**src/rtl/assert_macros.svh**
```systemverilog
// ----------------------------------------------------------------------------
// assertion macros
// shared checks for the name classifier, clocked on clock
// ----------------------------------------------------------------------------
`ifndef ASSERT_MACROS_SVH
`define ASSERT_MACROS_SVH

// check that is masked while reset is high
`define RDNC_ASSERT(name, prop, msg) \
   name: assert property (@(posedge clock) disable iff (reset) prop) else $error(msg);

// check that is also evaluated across reset
`define RDNC_ASSERT_ALWAYS(name, prop, msg) \
   name: assert property (@(posedge clock) prop) else $error(msg);

`endif

```
**src/rtl/rdnc_pkg.sv**
```systemverilog
// ----------------------------------------------------------------------------
// rdnc_pkg
// types, device codes, name pattern list and vendor prefix list for the
// radio device name classifier
// ----------------------------------------------------------------------------
`default_nettype none

package rdnc_pkg;

   // window and table sizes
   localparam int WINDOW_LEN      = 14;
   localparam int PREFIX_ENTRIES  = 36;
   localparam int NUM_CATS        = 11;
   localparam int NUM_PATS        = 77;
   localparam int NUM_PREFIX_ROWS = 36;
   localparam int PAT_CHARS       = 14;
   localparam int PAT_BITS        = 8 * PAT_CHARS;

   // device type codes
   localparam logic [3:0] DEV_UNKNOWN    = 4'd0;
   localparam logic [3:0] DEV_PHONE      = 4'd1;
   localparam logic [3:0] DEV_TABLET     = 4'd2;
   localparam logic [3:0] DEV_LAPTOP     = 4'd3;
   localparam logic [3:0] DEV_WATCH      = 4'd4;
   localparam logic [3:0] DEV_TRACKER    = 4'd5;
   localparam logic [3:0] DEV_HEADPHONES = 4'd6;
   localparam logic [3:0] DEV_SPEAKER    = 4'd7;
   localparam logic [3:0] DEV_TV         = 4'd8;
   localparam logic [3:0] DEV_IOT        = 4'd9;
   localparam logic [3:0] DEV_GAME       = 4'd10;
   localparam logic [3:0] DEV_PRINTER    = 4'd14;

   // category indexes, highest priority first
   localparam logic [3:0] CAT_PHONE      = 4'd0;
   localparam logic [3:0] CAT_TABLET     = 4'd1;
   localparam logic [3:0] CAT_LAPTOP     = 4'd2;
   localparam logic [3:0] CAT_WATCH      = 4'd3;
   localparam logic [3:0] CAT_TRACKER    = 4'd4;
   localparam logic [3:0] CAT_HEADPHONES = 4'd5;
   localparam logic [3:0] CAT_SPEAKER    = 4'd6;
   localparam logic [3:0] CAT_TV         = 4'd7;
   localparam logic [3:0] CAT_GAME       = 4'd8;
   localparam logic [3:0] CAT_IOT        = 4'd9;
   localparam logic [3:0] CAT_PRINTER    = 4'd10;

   // address and character codes
   localparam logic [7:0] ADDR_RANDOM   = 8'd1;
   localparam int         RANDOM_BIT    = 17;
   localparam logic [7:0] CHAR_UPPER_A  = 8'h41;
   localparam logic [7:0] CHAR_UPPER_Z  = 8'h5a;
   localparam logic [7:0] CHAR_CASE_OFS = 8'h20;

   // one input word
   typedef struct packed {
      logic [7:0]  name_byte;
      logic        has_name;
      logic        first_of_record;
      logic        last_of_record;
      logic [23:0] vendor_prefix;
      logic [7:0]  address_kind;
   } item_type;

   // name pattern: text right aligned, newest char in bits 7:0
   typedef struct packed {
      logic [3:0]          cat;
      logic [3:0]          len;
      logic [PAT_BITS-1:0] text;
   } pattern_type;

   typedef struct packed {
      logic [23:0] oui;
      logic [3:0]  kind;
   } prefix_row_type;

   localparam logic [3:0] CAT_TYPE [NUM_CATS] = '{
      DEV_PHONE, DEV_TABLET, DEV_LAPTOP, DEV_WATCH, DEV_TRACKER, DEV_HEADPHONES,
      DEV_SPEAKER, DEV_TV, DEV_GAME, DEV_IOT, DEV_PRINTER
   };

   localparam pattern_type PATTERNS [NUM_PATS] = '{
      '{CAT_PHONE,      4'd6,  112'h6970686f6e65},
      '{CAT_PHONE,      4'd5,  112'h706978656c},
      '{CAT_PHONE,      4'd8,  112'h67616c6178792073},
      '{CAT_PHONE,      4'd8,  112'h67616c617879207a},
      '{CAT_PHONE,      4'd7,  112'h6f6e65706c7573},
      '{CAT_PHONE,      4'd6,  112'h7869616f6d69},
      '{CAT_PHONE,      4'd6,  112'h687561776569},
      '{CAT_PHONE,      4'd4,  112'h6f70706f},
      '{CAT_PHONE,      4'd8,  112'h6d6f746f726f6c61},
      '{CAT_TABLET,     4'd4,  112'h69706164},
      '{CAT_TABLET,     4'd10, 112'h67616c61787920746162},
      '{CAT_TABLET,     4'd6,  112'h6b696e646c65},
      '{CAT_TABLET,     4'd7,  112'h66697265206864},
      '{CAT_LAPTOP,     4'd7,  112'h6d6163626f6f6b},
      '{CAT_LAPTOP,     4'd8,  112'h7468696e6b706164},
      '{CAT_LAPTOP,     4'd7,  112'h73757266616365},
      '{CAT_LAPTOP,     4'd4,  112'h64656c6c},
      '{CAT_LAPTOP,     4'd10, 112'h6368726f6d65626f6f6b},
      '{CAT_LAPTOP,     4'd3,  112'h687020},
      '{CAT_WATCH,      4'd5,  112'h7761746368},
      '{CAT_WATCH,      4'd6,  112'h666974626974},
      '{CAT_WATCH,      4'd6,  112'h6761726d696e},
      '{CAT_WATCH,      4'd7,  112'h6d692062616e64},
      '{CAT_WATCH,      4'd10, 112'h67616c61787920666974},
      '{CAT_WATCH,      4'd7,  112'h616d617a666974},
      '{CAT_TRACKER,    4'd6,  112'h616972746167},
      '{CAT_TRACKER,    4'd4,  112'h74696c65},
      '{CAT_TRACKER,    4'd8,  112'h736d617274746167},
      '{CAT_TRACKER,    4'd7,  112'h636869706f6c6f},
      '{CAT_TRACKER,    4'd6,  112'h66696e646d79},
      '{CAT_HEADPHONES, 4'd7,  112'h616972706f6473},
      '{CAT_HEADPHONES, 4'd4,  112'h62756473},
      '{CAT_HEADPHONES, 4'd7,  112'h77682d31303030},
      '{CAT_HEADPHONES, 4'd7,  112'h77662d31303030},
      '{CAT_HEADPHONES, 4'd5,  112'h6265617473},
      '{CAT_HEADPHONES, 4'd3,  112'h6a626c},
      '{CAT_HEADPHONES, 4'd4,  112'h626f7365},
      '{CAT_HEADPHONES, 4'd9,  112'h6865616470686f6e65},
      '{CAT_HEADPHONES, 4'd7,  112'h65617262756473},
      '{CAT_HEADPHONES, 4'd4,  112'h71633335},
      '{CAT_HEADPHONES, 4'd4,  112'h71633435},
      '{CAT_HEADPHONES, 4'd6,  112'h65617266756e},
      '{CAT_SPEAKER,    4'd4,  112'h6563686f},
      '{CAT_SPEAKER,    4'd7,  112'h686f6d65706f64},
      '{CAT_SPEAKER,    4'd5,  112'h736f6e6f73},
      '{CAT_SPEAKER,    4'd11, 112'h676f6f676c6520686f6d65},
      '{CAT_SPEAKER,    4'd4,  112'h6e657374},
      '{CAT_SPEAKER,    4'd7,  112'h737065616b6572},
      '{CAT_SPEAKER,    4'd9,  112'h736f756e646c696e6b},
      '{CAT_SPEAKER,    4'd7,  112'h63686172676520},
      '{CAT_SPEAKER,    4'd5,  112'h666c697020},
      '{CAT_SPEAKER,    4'd3,  112'h756520},
      '{CAT_TV,         4'd4,  112'h5b74765d},
      '{CAT_TV,         4'd4,  112'h726f6b75},
      '{CAT_TV,         4'd10, 112'h6368726f6d6563617374},
      '{CAT_TV,         4'd7,  112'h66697265207476},
      '{CAT_TV,         4'd8,  112'h6170706c65207476},
      '{CAT_TV,         4'd10, 112'h73616d73756e67207476},
      '{CAT_TV,         4'd5,  112'h6c67207476},
      '{CAT_GAME,       4'd4,  112'h78626f78},
      '{CAT_GAME,       4'd9,  112'h6475616c73656e7365},
      '{CAT_GAME,       4'd9,  112'h6475616c73686f636b},
      '{CAT_GAME,       4'd7,  112'h6a6f792d636f6e},
      '{CAT_GAME,       4'd14, 112'h70726f20636f6e74726f6c6c6572},
      '{CAT_GAME,       4'd6,  112'h737769746368},
      '{CAT_IOT,        4'd3,  112'h687565},
      '{CAT_IOT,        4'd4,  112'h6c696678},
      '{CAT_IOT,        4'd4,  112'h72696e67},
      '{CAT_IOT,        4'd4,  112'h77797a65},
      '{CAT_IOT,        4'd5,  112'h6573703332},
      '{CAT_IOT,        4'd6,  112'h7368656c6c79},
      '{CAT_IOT,        4'd4,  112'h74757961},
      '{CAT_IOT,        4'd7,  112'h7461736d6f7461},
      '{CAT_PRINTER,    4'd7,  112'h7072696e746572},
      '{CAT_PRINTER,    4'd4,  112'h656e7679},
      '{CAT_PRINTER,    4'd9,  112'h6f66666963656a6574},
      '{CAT_PRINTER,    4'd8,  112'h6c617365726a6574}
   };

   localparam prefix_row_type PREFIX_TABLE [NUM_PREFIX_ROWS] = '{
      '{24'h4C1DBE, DEV_PHONE},      '{24'hDCCF96, DEV_PHONE},
      '{24'h3CE072, DEV_PHONE},      '{24'h286C07, DEV_PHONE},
      '{24'hA4D18C, DEV_PHONE},      '{24'h68FEF7, DEV_PHONE},
      '{24'hF01898, DEV_PHONE},      '{24'hEC1F72, DEV_PHONE},
      '{24'h8425DB, DEV_PHONE},      '{24'h002637, DEV_PHONE},
      '{24'hC0BDC8, DEV_PHONE},      '{24'hF4F5D8, DEV_PHONE},
      '{24'hF4F5E8, DEV_PHONE},      '{24'h546009, DEV_SPEAKER},
      '{24'h74C246, DEV_SPEAKER},    '{24'hFC65DE, DEV_SPEAKER},
      '{24'hA002DC, DEV_SPEAKER},    '{24'hF013C3, DEV_TRACKER},
      '{24'hC8FF28, DEV_WATCH},      '{24'h0452C7, DEV_HEADPHONES},
      '{24'h2C41A1, DEV_HEADPHONES}, '{24'hAC9B0A, DEV_HEADPHONES},
      '{24'h045D4B, DEV_HEADPHONES}, '{24'h001DDF, DEV_SPEAKER},
      '{24'h3C58C2, DEV_LAPTOP},     '{24'h3413E8, DEV_LAPTOP},
      '{24'h7CB27D, DEV_LAPTOP},     '{24'h281878, DEV_LAPTOP},
      '{24'h7C1E52, DEV_GAME},       '{24'h240AC4, DEV_IOT},
      '{24'h2462AB, DEV_IOT},        '{24'h30AEA4, DEV_IOT},
      '{24'hB827EB, DEV_IOT},        '{24'hD83ADD, DEV_IOT},
      '{24'h001788, DEV_IOT},        '{24'h343DC4, DEV_IOT}
   };

   // ascii upper to lower, other codes unchanged
   function automatic logic [7:0] to_lower(input logic [7:0] b);
      logic [7:0] r;
      r = b;
      if (b >= CHAR_UPPER_A && b <= CHAR_UPPER_Z) begin
         r = b + CHAR_CASE_OFS;
      end
      return r;
   endfunction

   // compare every pattern against the newest window bytes
   function automatic logic [NUM_CATS-1:0] match_hits(input logic [PAT_BITS-1:0] tail);
      logic [NUM_CATS-1:0] hits;
      logic                ok;
      hits = '0;
      for (int p = 0; p < NUM_PATS; p++) begin
         ok = (PATTERNS[p].len != 4'd0) && (int'(PATTERNS[p].len) <= WINDOW_LEN);
         for (int k = 0; k < PAT_CHARS; k++) begin
            if (4'(k) < PATTERNS[p].len && tail[8*k +: 8] != PATTERNS[p].text[8*k +: 8]) begin
               ok = 1'b0;
            end
         end
         if (ok) begin
            hits[PATTERNS[p].cat] = 1'b1;
         end
      end
      return hits;
   endfunction

   // vendor prefix search, first matching row wins
   function automatic logic [3:0] lookup_prefix(input logic [23:0] oui);
      logic [3:0] kind;
      kind = DEV_UNKNOWN;
      for (int i = NUM_PREFIX_ROWS - 1; i >= 0; i--) begin
         if (i < PREFIX_ENTRIES && PREFIX_TABLE[i].oui == oui) begin
            kind = PREFIX_TABLE[i].kind;
         end
      end
      return kind;
   endfunction

   // first hit category, else prefix type, else random guess
   function automatic logic [3:0] pick_type(input logic [NUM_CATS-1:0] hits,
                                            input logic [3:0]          prefix_kind,
                                            input logic                random_guess);
      logic [3:0] t;
      t = DEV_UNKNOWN;
      for (int i = NUM_CATS - 1; i >= 0; i--) begin
         if (hits[i]) begin
            t = CAT_TYPE[i];
         end
      end
      if (t == DEV_UNKNOWN) begin
         t = prefix_kind;
      end
      if (t == DEV_UNKNOWN && random_guess) begin
         t = DEV_PHONE;
      end
      return t;
   endfunction

endpackage

`default_nettype wire

```
**src/rtl/rdnc_record.sv**
```systemverilog
// ----------------------------------------------------------------------------
// rdnc_record
// per-record state: name window, category hit flags, prefix type and
// random address guess; gives the device type that the current word leaves
// ----------------------------------------------------------------------------
`default_nettype none

module rdnc_record (
   input  wire logic              clock,
   input  wire logic              reset,
   input  wire logic              step,
   input  wire rdnc_pkg::item_type item,
   output logic [3:0]             device_type
);

   logic [7:0]                   char_window_ff [rdnc_pkg::WINDOW_LEN];
   logic [7:0]                   char_window_in [rdnc_pkg::WINDOW_LEN];
   logic [7:0]                   window_base    [rdnc_pkg::WINDOW_LEN];
   logic [rdnc_pkg::NUM_CATS-1:0] category_hits_ff, category_hits_in, hits_base;
   logic [3:0]                   prefix_type_ff, prefix_type_in;
   logic                         random_guess_ff, random_guess_in;
   logic [rdnc_pkg::PAT_BITS-1:0] tail;

   // start of record wipes window and hits and samples the address
   always_comb begin
      for (int k = 0; k < rdnc_pkg::WINDOW_LEN; k++) begin
         window_base[k] = item.first_of_record ? 8'h00 : char_window_ff[k];
      end
      hits_base = item.first_of_record ? '0 : category_hits_ff;
      if (item.first_of_record) begin
         prefix_type_in  = rdnc_pkg::lookup_prefix(item.vendor_prefix);
         random_guess_in = (item.address_kind == rdnc_pkg::ADDR_RANDOM) ||
                           item.vendor_prefix[rdnc_pkg::RANDOM_BIT];
      end else begin
         prefix_type_in  = prefix_type_ff;
         random_guess_in = random_guess_ff;
      end
   end

   // shift in the lowercased char and match against the newest bytes
   always_comb begin
      char_window_in = window_base;
      if (item.has_name) begin
         char_window_in[0] = rdnc_pkg::to_lower(item.name_byte);
         for (int k = 1; k < rdnc_pkg::WINDOW_LEN; k++) begin
            char_window_in[k] = window_base[k-1];
         end
      end
      for (int k = 0; k < rdnc_pkg::PAT_CHARS; k++) begin
         tail[8*k +: 8] = char_window_in[k];
      end
      category_hits_in = hits_base;
      if (item.has_name) begin
         category_hits_in = hits_base | rdnc_pkg::match_hits(tail);
      end
   end

   // result for this word if it closes the record
   assign device_type = rdnc_pkg::pick_type(category_hits_in, prefix_type_in, random_guess_in);

   // state registers
   always_ff @(posedge clock) begin
      if (reset) begin
         for (int k = 0; k < rdnc_pkg::WINDOW_LEN; k++) begin
            char_window_ff[k] <= 8'h00;
         end
         category_hits_ff <= '0;
         prefix_type_ff   <= rdnc_pkg::DEV_UNKNOWN;
         random_guess_ff  <= 1'b0;
      end else if (step) begin
         char_window_ff   <= char_window_in;
         category_hits_ff <= category_hits_in;
         prefix_type_ff   <= prefix_type_in;
         random_guess_ff  <= random_guess_in;
      end
   end

endmodule

`default_nettype wire

```
**src/rtl/radio_device_name_classifier.sv**
```systemverilog
// ----------------------------------------------------------------------------
// radio_device_name_classifier
// classifies scan records by advertised name, vendor prefix and address type
// ----------------------------------------------------------------------------
//  channel   dir  handshake            word
//  req_      in   req_valid/req_stall  one name byte plus record markers
//  rsp_      out  rsp_valid/rsp_stall  device type, one per closing word
//
//  one word per clock while req_stall is low; a word goes input register -> result
//  register, so rsp_valid rises once its closing word enters the result register.
//  the window compare and hit update run once per cycle on the input register while req_stall is low.
//  synchronous active-high reset empties both stages and the record state.
//  req_stall rises only when a closing word waits on a full, stalled output.
// ----------------------------------------------------------------------------
`default_nettype none

module radio_device_name_classifier (
   input  wire logic        clock,
   input  wire logic        reset,
   input  wire logic        req_valid,
   output logic             req_stall,
   input  wire logic [7:0]  req_name_byte,
   input  wire logic        req_has_name,
   input  wire logic        req_first_of_record,
   input  wire logic        req_last_of_record,
   input  wire logic [23:0] req_vendor_prefix,
   input  wire logic [7:0]  req_address_kind,
   output logic             rsp_valid,
   input  wire logic        rsp_stall,
   output logic [3:0]       rsp_device_type
);

`include "assert_macros.svh"

   logic               s1_valid_ff, s1_valid_in;
   rdnc_pkg::item_type s1_item_ff;
   logic               rsp_valid_ff, rsp_valid_in;
   logic [3:0]         rsp_device_type_ff;
   logic [3:0]         next_type;
   logic               rsp_free, s1_go, req_accept;

   // flow control between the two stages
   assign rsp_free   = !rsp_valid_ff || !rsp_stall;
   assign s1_go      = s1_valid_ff && (!s1_item_ff.last_of_record || rsp_free);
   assign req_stall  = s1_valid_ff && !s1_go;
   assign req_accept = req_valid && !req_stall;

   assign s1_valid_in  = req_stall ? s1_valid_ff : req_valid;
   assign rsp_valid_in = (s1_go && s1_item_ff.last_of_record) ? 1'b1 :
                         (rsp_stall ? rsp_valid_ff : 1'b0);

   // record state and matching
   rdnc_record u_record (
      .clock       (clock),
      .reset       (reset),
      .step        (s1_go),
      .item        (s1_item_ff),
      .device_type (next_type)
   );

   // input register
   always_ff @(posedge clock) begin
      if (reset) begin
         s1_valid_ff <= 1'b0;
      end else begin
         s1_valid_ff <= s1_valid_in;
      end
      if (req_accept) begin
         s1_item_ff.name_byte       <= req_name_byte;
         s1_item_ff.has_name        <= req_has_name;
         s1_item_ff.first_of_record <= req_first_of_record;
         s1_item_ff.last_of_record  <= req_last_of_record;
         s1_item_ff.vendor_prefix   <= req_vendor_prefix;
         s1_item_ff.address_kind    <= req_address_kind;
      end
   end

   // result register
   always_ff @(posedge clock) begin
      if (reset) begin
         rsp_valid_ff <= 1'b0;
      end else begin
         rsp_valid_ff <= rsp_valid_in;
      end
      if (s1_go && s1_item_ff.last_of_record) begin
         rsp_device_type_ff <= next_type;
      end
   end

   assign rsp_valid       = rsp_valid_ff;
   assign rsp_device_type = rsp_device_type_ff;

   // checks
   `RDNC_ASSERT(a_close_gives_result,
      (s1_go && s1_item_ff.last_of_record) |=> rsp_valid_ff,
      "closing word did not produce a result")
   `RDNC_ASSERT(a_result_has_source,
      (rsp_valid_ff && !$past(rsp_valid_ff && rsp_stall)) |->
         $past(s1_go && s1_item_ff.last_of_record),
      "result appeared without a closing word")
   `RDNC_ASSERT(a_stall_only_when_blocked,
      req_stall |-> (s1_valid_ff && s1_item_ff.last_of_record && rsp_valid_ff && rsp_stall),
      "input stalled without a blocked result")
   `RDNC_ASSERT_ALWAYS(a_reset_empties,
      $past(reset) |-> (!rsp_valid_ff && !s1_valid_ff),
      "pipeline not empty after reset")

endmodule

`default_nettype wire

```
**config.mk**
```make
export PLATFORM = sky130hd
export DESIGN_NAME = radio_device_name_classifier
export DESIGN_NICKNAME = d
export VERILOG_FILES = /design/src/rtl/rdnc_pkg.sv /design/src/rtl/rdnc_record.sv /design/src/rtl/radio_device_name_classifier.sv
export VERILOG_INCLUDE_DIRS = /design/src /design/src/rtl
export SDC_FILE = /design/constraint.sdc
export NUM_CORES = 1
export LEC_CHECK = 0
export ABC_AREA = 1
export ABC_CLOCK_PERIOD_IN_PS = 2900
export BUFFER_PORTS_ARGS = -buffer_cell sky130_fd_sc_hd__buf_2
export CORE_ASPECT_RATIO = 2
export CORE_MARGIN = 1.5
export CORE_UTILIZATION = 30
export DETAILED_ROUTE_END_ITERATION = 10
export HOLD_SLACK_MARGIN = 0.1
export REMOVE_ABC_BUFFERS = 1
export SYNTH_ARGS = -nofsm -noshare
export SYNTH_HDL_FRONTEND = slang
export SYNTH_SLANG_ARGS = --single-unit
```
**constraint.sdc**
```tcl
create_clock -name clock -period 2.9 [get_ports clock]
set_input_delay 0.29 -clock clock [delete_from_list [all_inputs] [get_ports clock]]
set_output_delay 0.29 -clock clock [all_outputs]
set_load 0.02 [all_outputs]
```
# Word-level counts from Yosys, hierarchy flattened
# Cells that the tools add are included.
[word_totals] register_bits=177 inputBits=47 output_inout_bits=6 elab_cells=887
[op_classes] n_addsub=1 order_cmp=2 n_eq_ne=213 n_mux=628 bitwise=1 reduce_logical=16
[op_table] operator="8-bit by 7-bit != test with 1-bit output (second input constant)" n=159
[op_table] operator="1-bit 2-to-1 mux" n=561
[op_table] operator="24-bit equality test (first input constant)" n=15
[op_table] operator="22-bit by 24-bit equality test with 1-bit output (first input constant)" n=10
[op_table] operator="4-bit 2-to-1 mux" n=49
[op_table] operator="23-bit by 24-bit equality test with 1-bit output (first input constant)" n=6
[op_table] operator="8-bit by 6-bit != test with 1-bit output (second input constant)" n=16
[op_table] operator="8-bit 2-to-1 mux" n=15
[op_table] operator="112-bit 2-to-1 mux" n=1
[op_table] operator="13-bit by 24-bit equality test with 1-bit output (first input constant)" n=2
[op_table] operator="19-bit by 24-bit equality test with 1-bit output (first input constant)" n=2
[op_table] operator="14-bit by 24-bit equality test with 1-bit output (first input constant)" n=1
[op_table] operator="11-bit 2-to-1 mux" n=2
[op_table] operator="11-bit bitwise OR" n=1
[op_table] operator="8-bit by 6-bit adder with 8-bit output (second input constant)" n=1
[op_table] operator="8-bit by 1-bit equality test with 1-bit output (second input constant)" n=1
[op_table] operator="8-bit by 7-bit greater-or-equal comparator with 1-bit output (second input constant)" n=1
[op_table] operator="8-bit by 7-bit <= comparator with 1-bit output (second input constant)" n=1
[op_table] operator="4-bit logical NOT" n=2
[op_table] operator="1-bit logical AND" n=6
[op_table] operator="1-bit logical NOT" n=5
[op_table] operator="1-bit logical OR" n=3
[op_table] operator="2-bit by 1-bit != test with 1-bit output (second input constant)" n=1

# Logic depth before layout (Yosys ltp)
[logic_depth] ltp_word=43 mapped_depth=32 mapped_depth_nobuf=30

# By module
# From an unflattened synthesis, not the netlist that was laid out.
[unflattened] cells_unflattened=2309 hier_area_um2=13576.8
[by_module_without_submodules] module="rdnc_record" n_inst=1 cells_per_inst=2243 area_per_inst_um2=12055.3 seq_area_each_um2=2562.5
[by_module_without_submodules] module="radio_device_name_classifier" n_inst=1 cells_per_inst=66 area_per_inst_um2=1521.5 seq_area_each_um2=1451.4

# Least setup slack after synthesis
# No wires, ideal clock.
[synth_timing] path_kind="reg2reg" start="register rsp_valid_ff (netlist: rsp_valid)" end="register s1_item_ff[0] in the netlist's numbering (enable)" setup_ns=0.444 t_arrival_ns=2.435 required_time_ns=2.456 setup_slack_ns=0.022 stages_incl_launch_ff=4 n_path_buf=0 period_less_slack_ns=2.878 path_cell_list="dfxtp_1 > nand3_1 > nor2_1 > nor2_1"
[synth_between] elab_chain_cells=8
[synth_rtl] element="from (decl)" line_no="radio_device_name_classifier.sv:37" text="logic rsp_valid_ff, rsp_valid_in;"
[synth_rtl] element="from (signal assigned)" line_no="radio_device_name_classifier.sv:83" text="rsp_valid_ff <= rsp_valid_in;"
[synth_rtl] element="1-bit logical NOT" line_no="radio_device_name_classifier.sv:43" text="assign rsp_free = !rsp_valid_ff || !rsp_stall;"
[synth_rtl] element="1-bit logical OR" line_no="radio_device_name_classifier.sv:43"
[synth_rtl] element="1-bit logical OR" line_no="radio_device_name_classifier.sv:44" text="assign s1_go = s1_valid_ff && (!s1_item_ff.last_of_record || rsp_free);"
[synth_rtl] element="1-bit logical AND" line_no="radio_device_name_classifier.sv:44"
[synth_rtl] element="1-bit logical NOT" line_no="radio_device_name_classifier.sv:45" text="assign req_stall = s1_valid_ff && !s1_go;"
[synth_rtl] element="1-bit logical AND" line_no="radio_device_name_classifier.sv:45"
[synth_rtl] element="net req_stall" line_no="radio_device_name_classifier.sv:21" text="output logic req_stall,"
[synth_rtl] element="1-bit logical NOT" line_no="radio_device_name_classifier.sv:46" text="assign req_accept = req_valid && !req_stall;"
[synth_rtl] element="1-bit logical AND" line_no="radio_device_name_classifier.sv:46"
[synth_rtl] element="net req_accept" line_no="radio_device_name_classifier.sv:40" text="logic rsp_free, s1_go, req_accept;"
[synth_rtl] element="to (decl)" line_no="radio_device_name_classifier.sv:36" text="rdnc_pkg::item_type s1_item_ff;"
# The timed path passes the listed nets, and every way through them passes these cells.
# A chain may end at the register's enable or synchronous reset.

# Final worst setup path
[layout_timing] start="register s1_item_ff[34] in the netlist's numbering" end="register rsp_device_type_ff[0] (netlist: rsp_device_type[0]), data pin"
[layout_between] elab_chain_cells=35 elab_cells_between_ends=751 cone_classes="eq/ne (175); mux (572); bitwise (1); reduce/logical (3)"
[layout_rtl] element="112-bit 2-to-1 mux" line_no="rdnc_record.sv:43" text="if (item.has_name) begin"
[layout_rtl] element="8-bit by 7-bit != test with 1-bit output" line_no="rdnc_pkg.sv:199" text="if (4'(k) < PATTERNS[p].len && tail[8*k +: 8] != PATTERNS[p].text[8*k +: 8]) begin"
[layout_rtl] element="1-bit 2-to-1 mux (7 in a row)" line_no="rdnc_pkg.sv:199"
[layout_rtl] element="1-bit 2-to-1 mux (on tied branches)" line_no="rdnc_pkg.sv:199, rdnc_record.sv:53"
[layout_rtl] element="1-bit 2-to-1 mux (on tied branches) (3 in a row)" line_no="rdnc_pkg.sv:199, rdnc_pkg.sv:203"
[layout_rtl] element="1-bit 2-to-1 mux (on tied branches)" line_no="rdnc_pkg.sv:199, rdnc_pkg.sv:203, rdnc_record.sv:53"
[layout_rtl] element="1-bit 2-to-1 mux (on tied branches) (2 in a row)" line_no="rdnc_pkg.sv:199, rdnc_pkg.sv:203"
[layout_rtl] element="1-bit 2-to-1 mux (on tied branches)" line_no="rdnc_record.sv:53, rdnc_pkg.sv:203"
[layout_rtl] element="[5 not listed]"
[layout_rtl] element="4-bit 2-to-1 mux (tied with other cells) (2 in a row)" line_no="rdnc_pkg.sv:229" text="if (hits[i]) begin"
[layout_rtl] element="4-bit 2-to-1 mux / 11-bit 2-to-1 mux (equally long branches)" line_no="rdnc_pkg.sv:229, rdnc_record.sv:53"
[layout_rtl] element="4-bit 2-to-1 mux (5 in a row)" line_no="rdnc_pkg.sv:229"
[layout_rtl] element="4-bit 2-to-1 mux *" line_no="rdnc_pkg.sv:229"
[layout_rtl] element="4-bit logical NOT" line_no="rdnc_pkg.sv:233" text="if (t == DEV_UNKNOWN) begin"
[layout_rtl] element="4-bit 2-to-1 mux *" line_no="rdnc_pkg.sv:233"
[layout_rtl] element="4-bit logical NOT" line_no="rdnc_pkg.sv:236" text="if (t == DEV_UNKNOWN && random_guess) begin"
[layout_rtl] element="1-bit logical AND" line_no="rdnc_pkg.sv:236"
[layout_rtl] element="to (signal assigned)" line_no="radio_device_name_classifier.sv:86" text="rsp_device_type_ff <= next_type;"
[layout_rtl] element="to (decl)" line_no="radio_device_name_classifier.sv:38" text="logic [3:0] rsp_device_type_ff;"
# Every way passes the cells marked *; elsewhere a longest branch is shown, timed or not. The select of a mux whose other input is x is not followed.

==> metrics <==
status=finished, violations left; failing checks=setup timing; clock sinks=177; Seq cells post-synth=177; CP max stage delay=420 ps; Buffers & Inverters on Critical Path=8; Tot GR Track Use=33.8%; global route total overflow=0; GPL Wtd Cong=1.07; Vias=18174; Port-buffer cells=52; critical path data required time=3140 ps; initial DRC count=977; PwrDens=340 nW/µm²; fmax=274 MHz; Min-Delay Path Class=in -> reg; Fillers=4414; Starting Density=30.3%; row cnt=109; share of cells above drive strength 1=40.1%; worst hold slack=115 ps; Setup TNS Final=-2930 ps; CTS clk-pin slew, worst paths=80 ps; register area share after synthesis=30.1%; DP HPWL=59500 µm; CTS HTree Levels=4; Main synth FF type=dfxtp_1; max_slew headroom=52.3%; largest net degree at the start of global routing=85; antenna-violating nets left=0; worst-path maximum fanout=10; WL final=78600 µm; Worst-Margin Slew=716 ps; Finished Layout Cells=3488; WL/cell=22.5 µm; Post-layout nets=2968; total core area=44100 µm²; Multi-input gate area=9390 µm²; synthesized area per cell=5.96 µm²; worst setup margin=-750 ps; final setup vio count=9; Syn-to-layout area delta=65.6%; DR DRC count=0; RSZ-0062 raised after global routing=yes; Setup crit start=s1_item_ff[34]; Setup Skew=19.5 ps; IO Pins=53; Final period util=126%; critical path class=reg -> reg; flip-flop and latch area=4010 µm²; die height=301 µm; Inst Count DP=3352; Fin. Hold Viols=0; TritonCTS clock tree=yes; Skew-Pair Late Insertion Delay=490 ps; Unique masters post-synth=47; DP Area=18500 µm²; Die Area=45900 µm²; total power draw=7.51 mW; CTS Buf Count=17; max-cap violation count=0; Final Cell Area=22100 µm²; cell family with the largest share of critical-path delay=simple AND/OR/NAND/NOR gates; Die X=152 µm; CTS Buffer Depth=2; most used cell, CP=nand2_1; 1st-pass router iterations=6; fin crit period=3650 ps; Slowest-stage cell, CP=edfxtp_1; Mapped Area=13400 µm²; crit path launch type=flip-flop; setup slack, reg-to-reg=-750 ps; number of global-route vias before repair=18672; standby leakage power=9.96 nW; final slew viol count=0; Via-to-Cell Ratio=5.21; Antenna Cells=0; global-route wire length before repair=113000 µm; RR Startpoint=s1_item_ff[34]; Mapped Cells=2242; hold wc startpoint=rsp_stall; worst hold endpoint=rsp_valid; Post-synth EDFFs=47; root buffer cell=clkbuf_16; synthesis warning total=0; CP endpoint kind=flip-flop; Async S/R FF share, synth=0%; hold path cells=5; Reg2Reg Capture Point=rsp_device_type[0]; Peak VDD IR=0.326 mV; critical path arrival=3890 ps; initial antenna violation count=1; Reg2Reg Depth=30
-- worst max path at each step --
stage | endpoint | cells past startpoint
6_report | rsp_device_type[0] | 30
5_1_grt | rsp_device_type[0] | 29
4_1_cts | rsp_device_type[0] | 29
3_5_place_dp | rsp_device_type[0] | 28
3_3_place_gp | rsp_device_type[0] | 28
2_1_floorplan | rsp_device_type[0] | 23
-- layer usage --
metal / wire, µm / track usage [%] / vias to the layer above
met5: 13 / 0 / -
met4: 10400 / 37.1 / 2
met3: 3640 / 6.62 / 382
met1: 23700 / 27.4 / 8421
met2: 40900 / 63.8 / 664
li1: - / - / 8705
-- worst register-to-register path, delay by kind of cell (launching register included) --
kind	cells	cell delay (ps)
and+or+nand+nor	21	1810
DFF	1	420
AOI/OAI and AO/OA	1	100
buffers and inverters	8	1080
-- flip-flops by register name (all words and copies together) (netlist names) --
register	cells
u_record.random_guess_ff	1
s1_item_ff	43
u_record.category_hits_ff	11
u_record.prefix_type_ff	4
rsp_valid	1
rsp_device_type	4
u_record.char_window_ff	112
s1_valid_ff	1
-- cell type report --
type / count / area share (%)
flip-flops and latches: 177 / 18.1
clock inverters: 12 / 0.860
repair inverters: 2 / 0.0905
inverters: 227 / 3.98
well taps: 555 / 3.14
multi-input cells: 1738 / 42.4
repair buffers: 757 / 29.2
clock buffers: 20 / 2.16
-- through the flow --
stage                     util [%]  setup slack, ps
after global routing          50.2             -954
after CTS                     48.1             -709
final                         50.2             -750
after global placement        42.0            -1050
after detailed placement      42.0             -996
after floorplan                  -            -4650
-- kinds of logic after synthesis --
group	after synthesis	synth area share, %
DFF	177	30.1
AOI/OAI and AO/OA	302	12.4
adders and majority gates	1	0.0937
and+or+nand+nor	1435	46.6
buffers and inverters	327	10.9
-- repair_timing --
item,in CTS,in global routing
pin swaps,97,79
endpoints found under the setup margin,16,19
hold endpoints to repair,44,0
cloned,12,4
resized for setup,259,211
buffers inserted,39,13
hold buffers,44,0
-- cell usage after synthesis, types with 2 or more instances --
cell,n,share of area (%)
a21oi_1,104,3.9
buf_4,10,0.56
nand3_1,222,8.3
o21ai_0,124,4.6
nand3_2,7,0.52
buf_1,2,0.056
buf_2,26,0.97
nor2_4,8,0.67
a31oi_1,10,0.47
nand2_2,20,0.94
nor2_2,29,1.4
nand3b_1,2,0.11
nor3_1,58,2.2
and2_1,4,0.19
o2111ai_1,2,0.13
nor2_1,367,10
o21ai_2,6,0.39
edfxtp_1,47,11
o41ai_1,2,0.13
a211oi_1,22,1.2
dfxtp_1,130,19
a41oi_1,3,0.20
o21ai_1,19,0.71
and3_1,3,0.14
nor4_1,17,0.80
inv_2,38,1.1
nand4_1,55,2.6
o31ai_1,2,0.11
clkbuf_1,42,1.2
buf_6,19,1.6
inv_1,189,5.3
nand2_1,632,18
nor3_2,6,0.45
o211ai_1,2,0.11
-- cell usage in the layout (no fill, tap or decap), types with 43 or more instances in the layout --
master,instances
a21oi_1,100
buf_2,52
buf_4,583
dfxtp_1,130
dlygate4sd3_1,44
edfxtp_1,47
inv_1,179
inv_2,43
nand2_1,525
nand2_2,111
nand3_1,179
nand3_2,46
nand4_1,55
nor2_1,259
nor2_2,77
nor2_4,68
o21ai_0,114
-- report_power, final --
group	total, mW	internal [mW]	leakage (nW)	switching [mW]
Combinational	1.99	0.878	8.11	1.11
Sequential	2.79	2.69	1.53	0.104
Clock	2.73	1.56	0.329	1.17
Total	7.51	5.13	9.96	2.39
(Power assumes the default switching activity.)
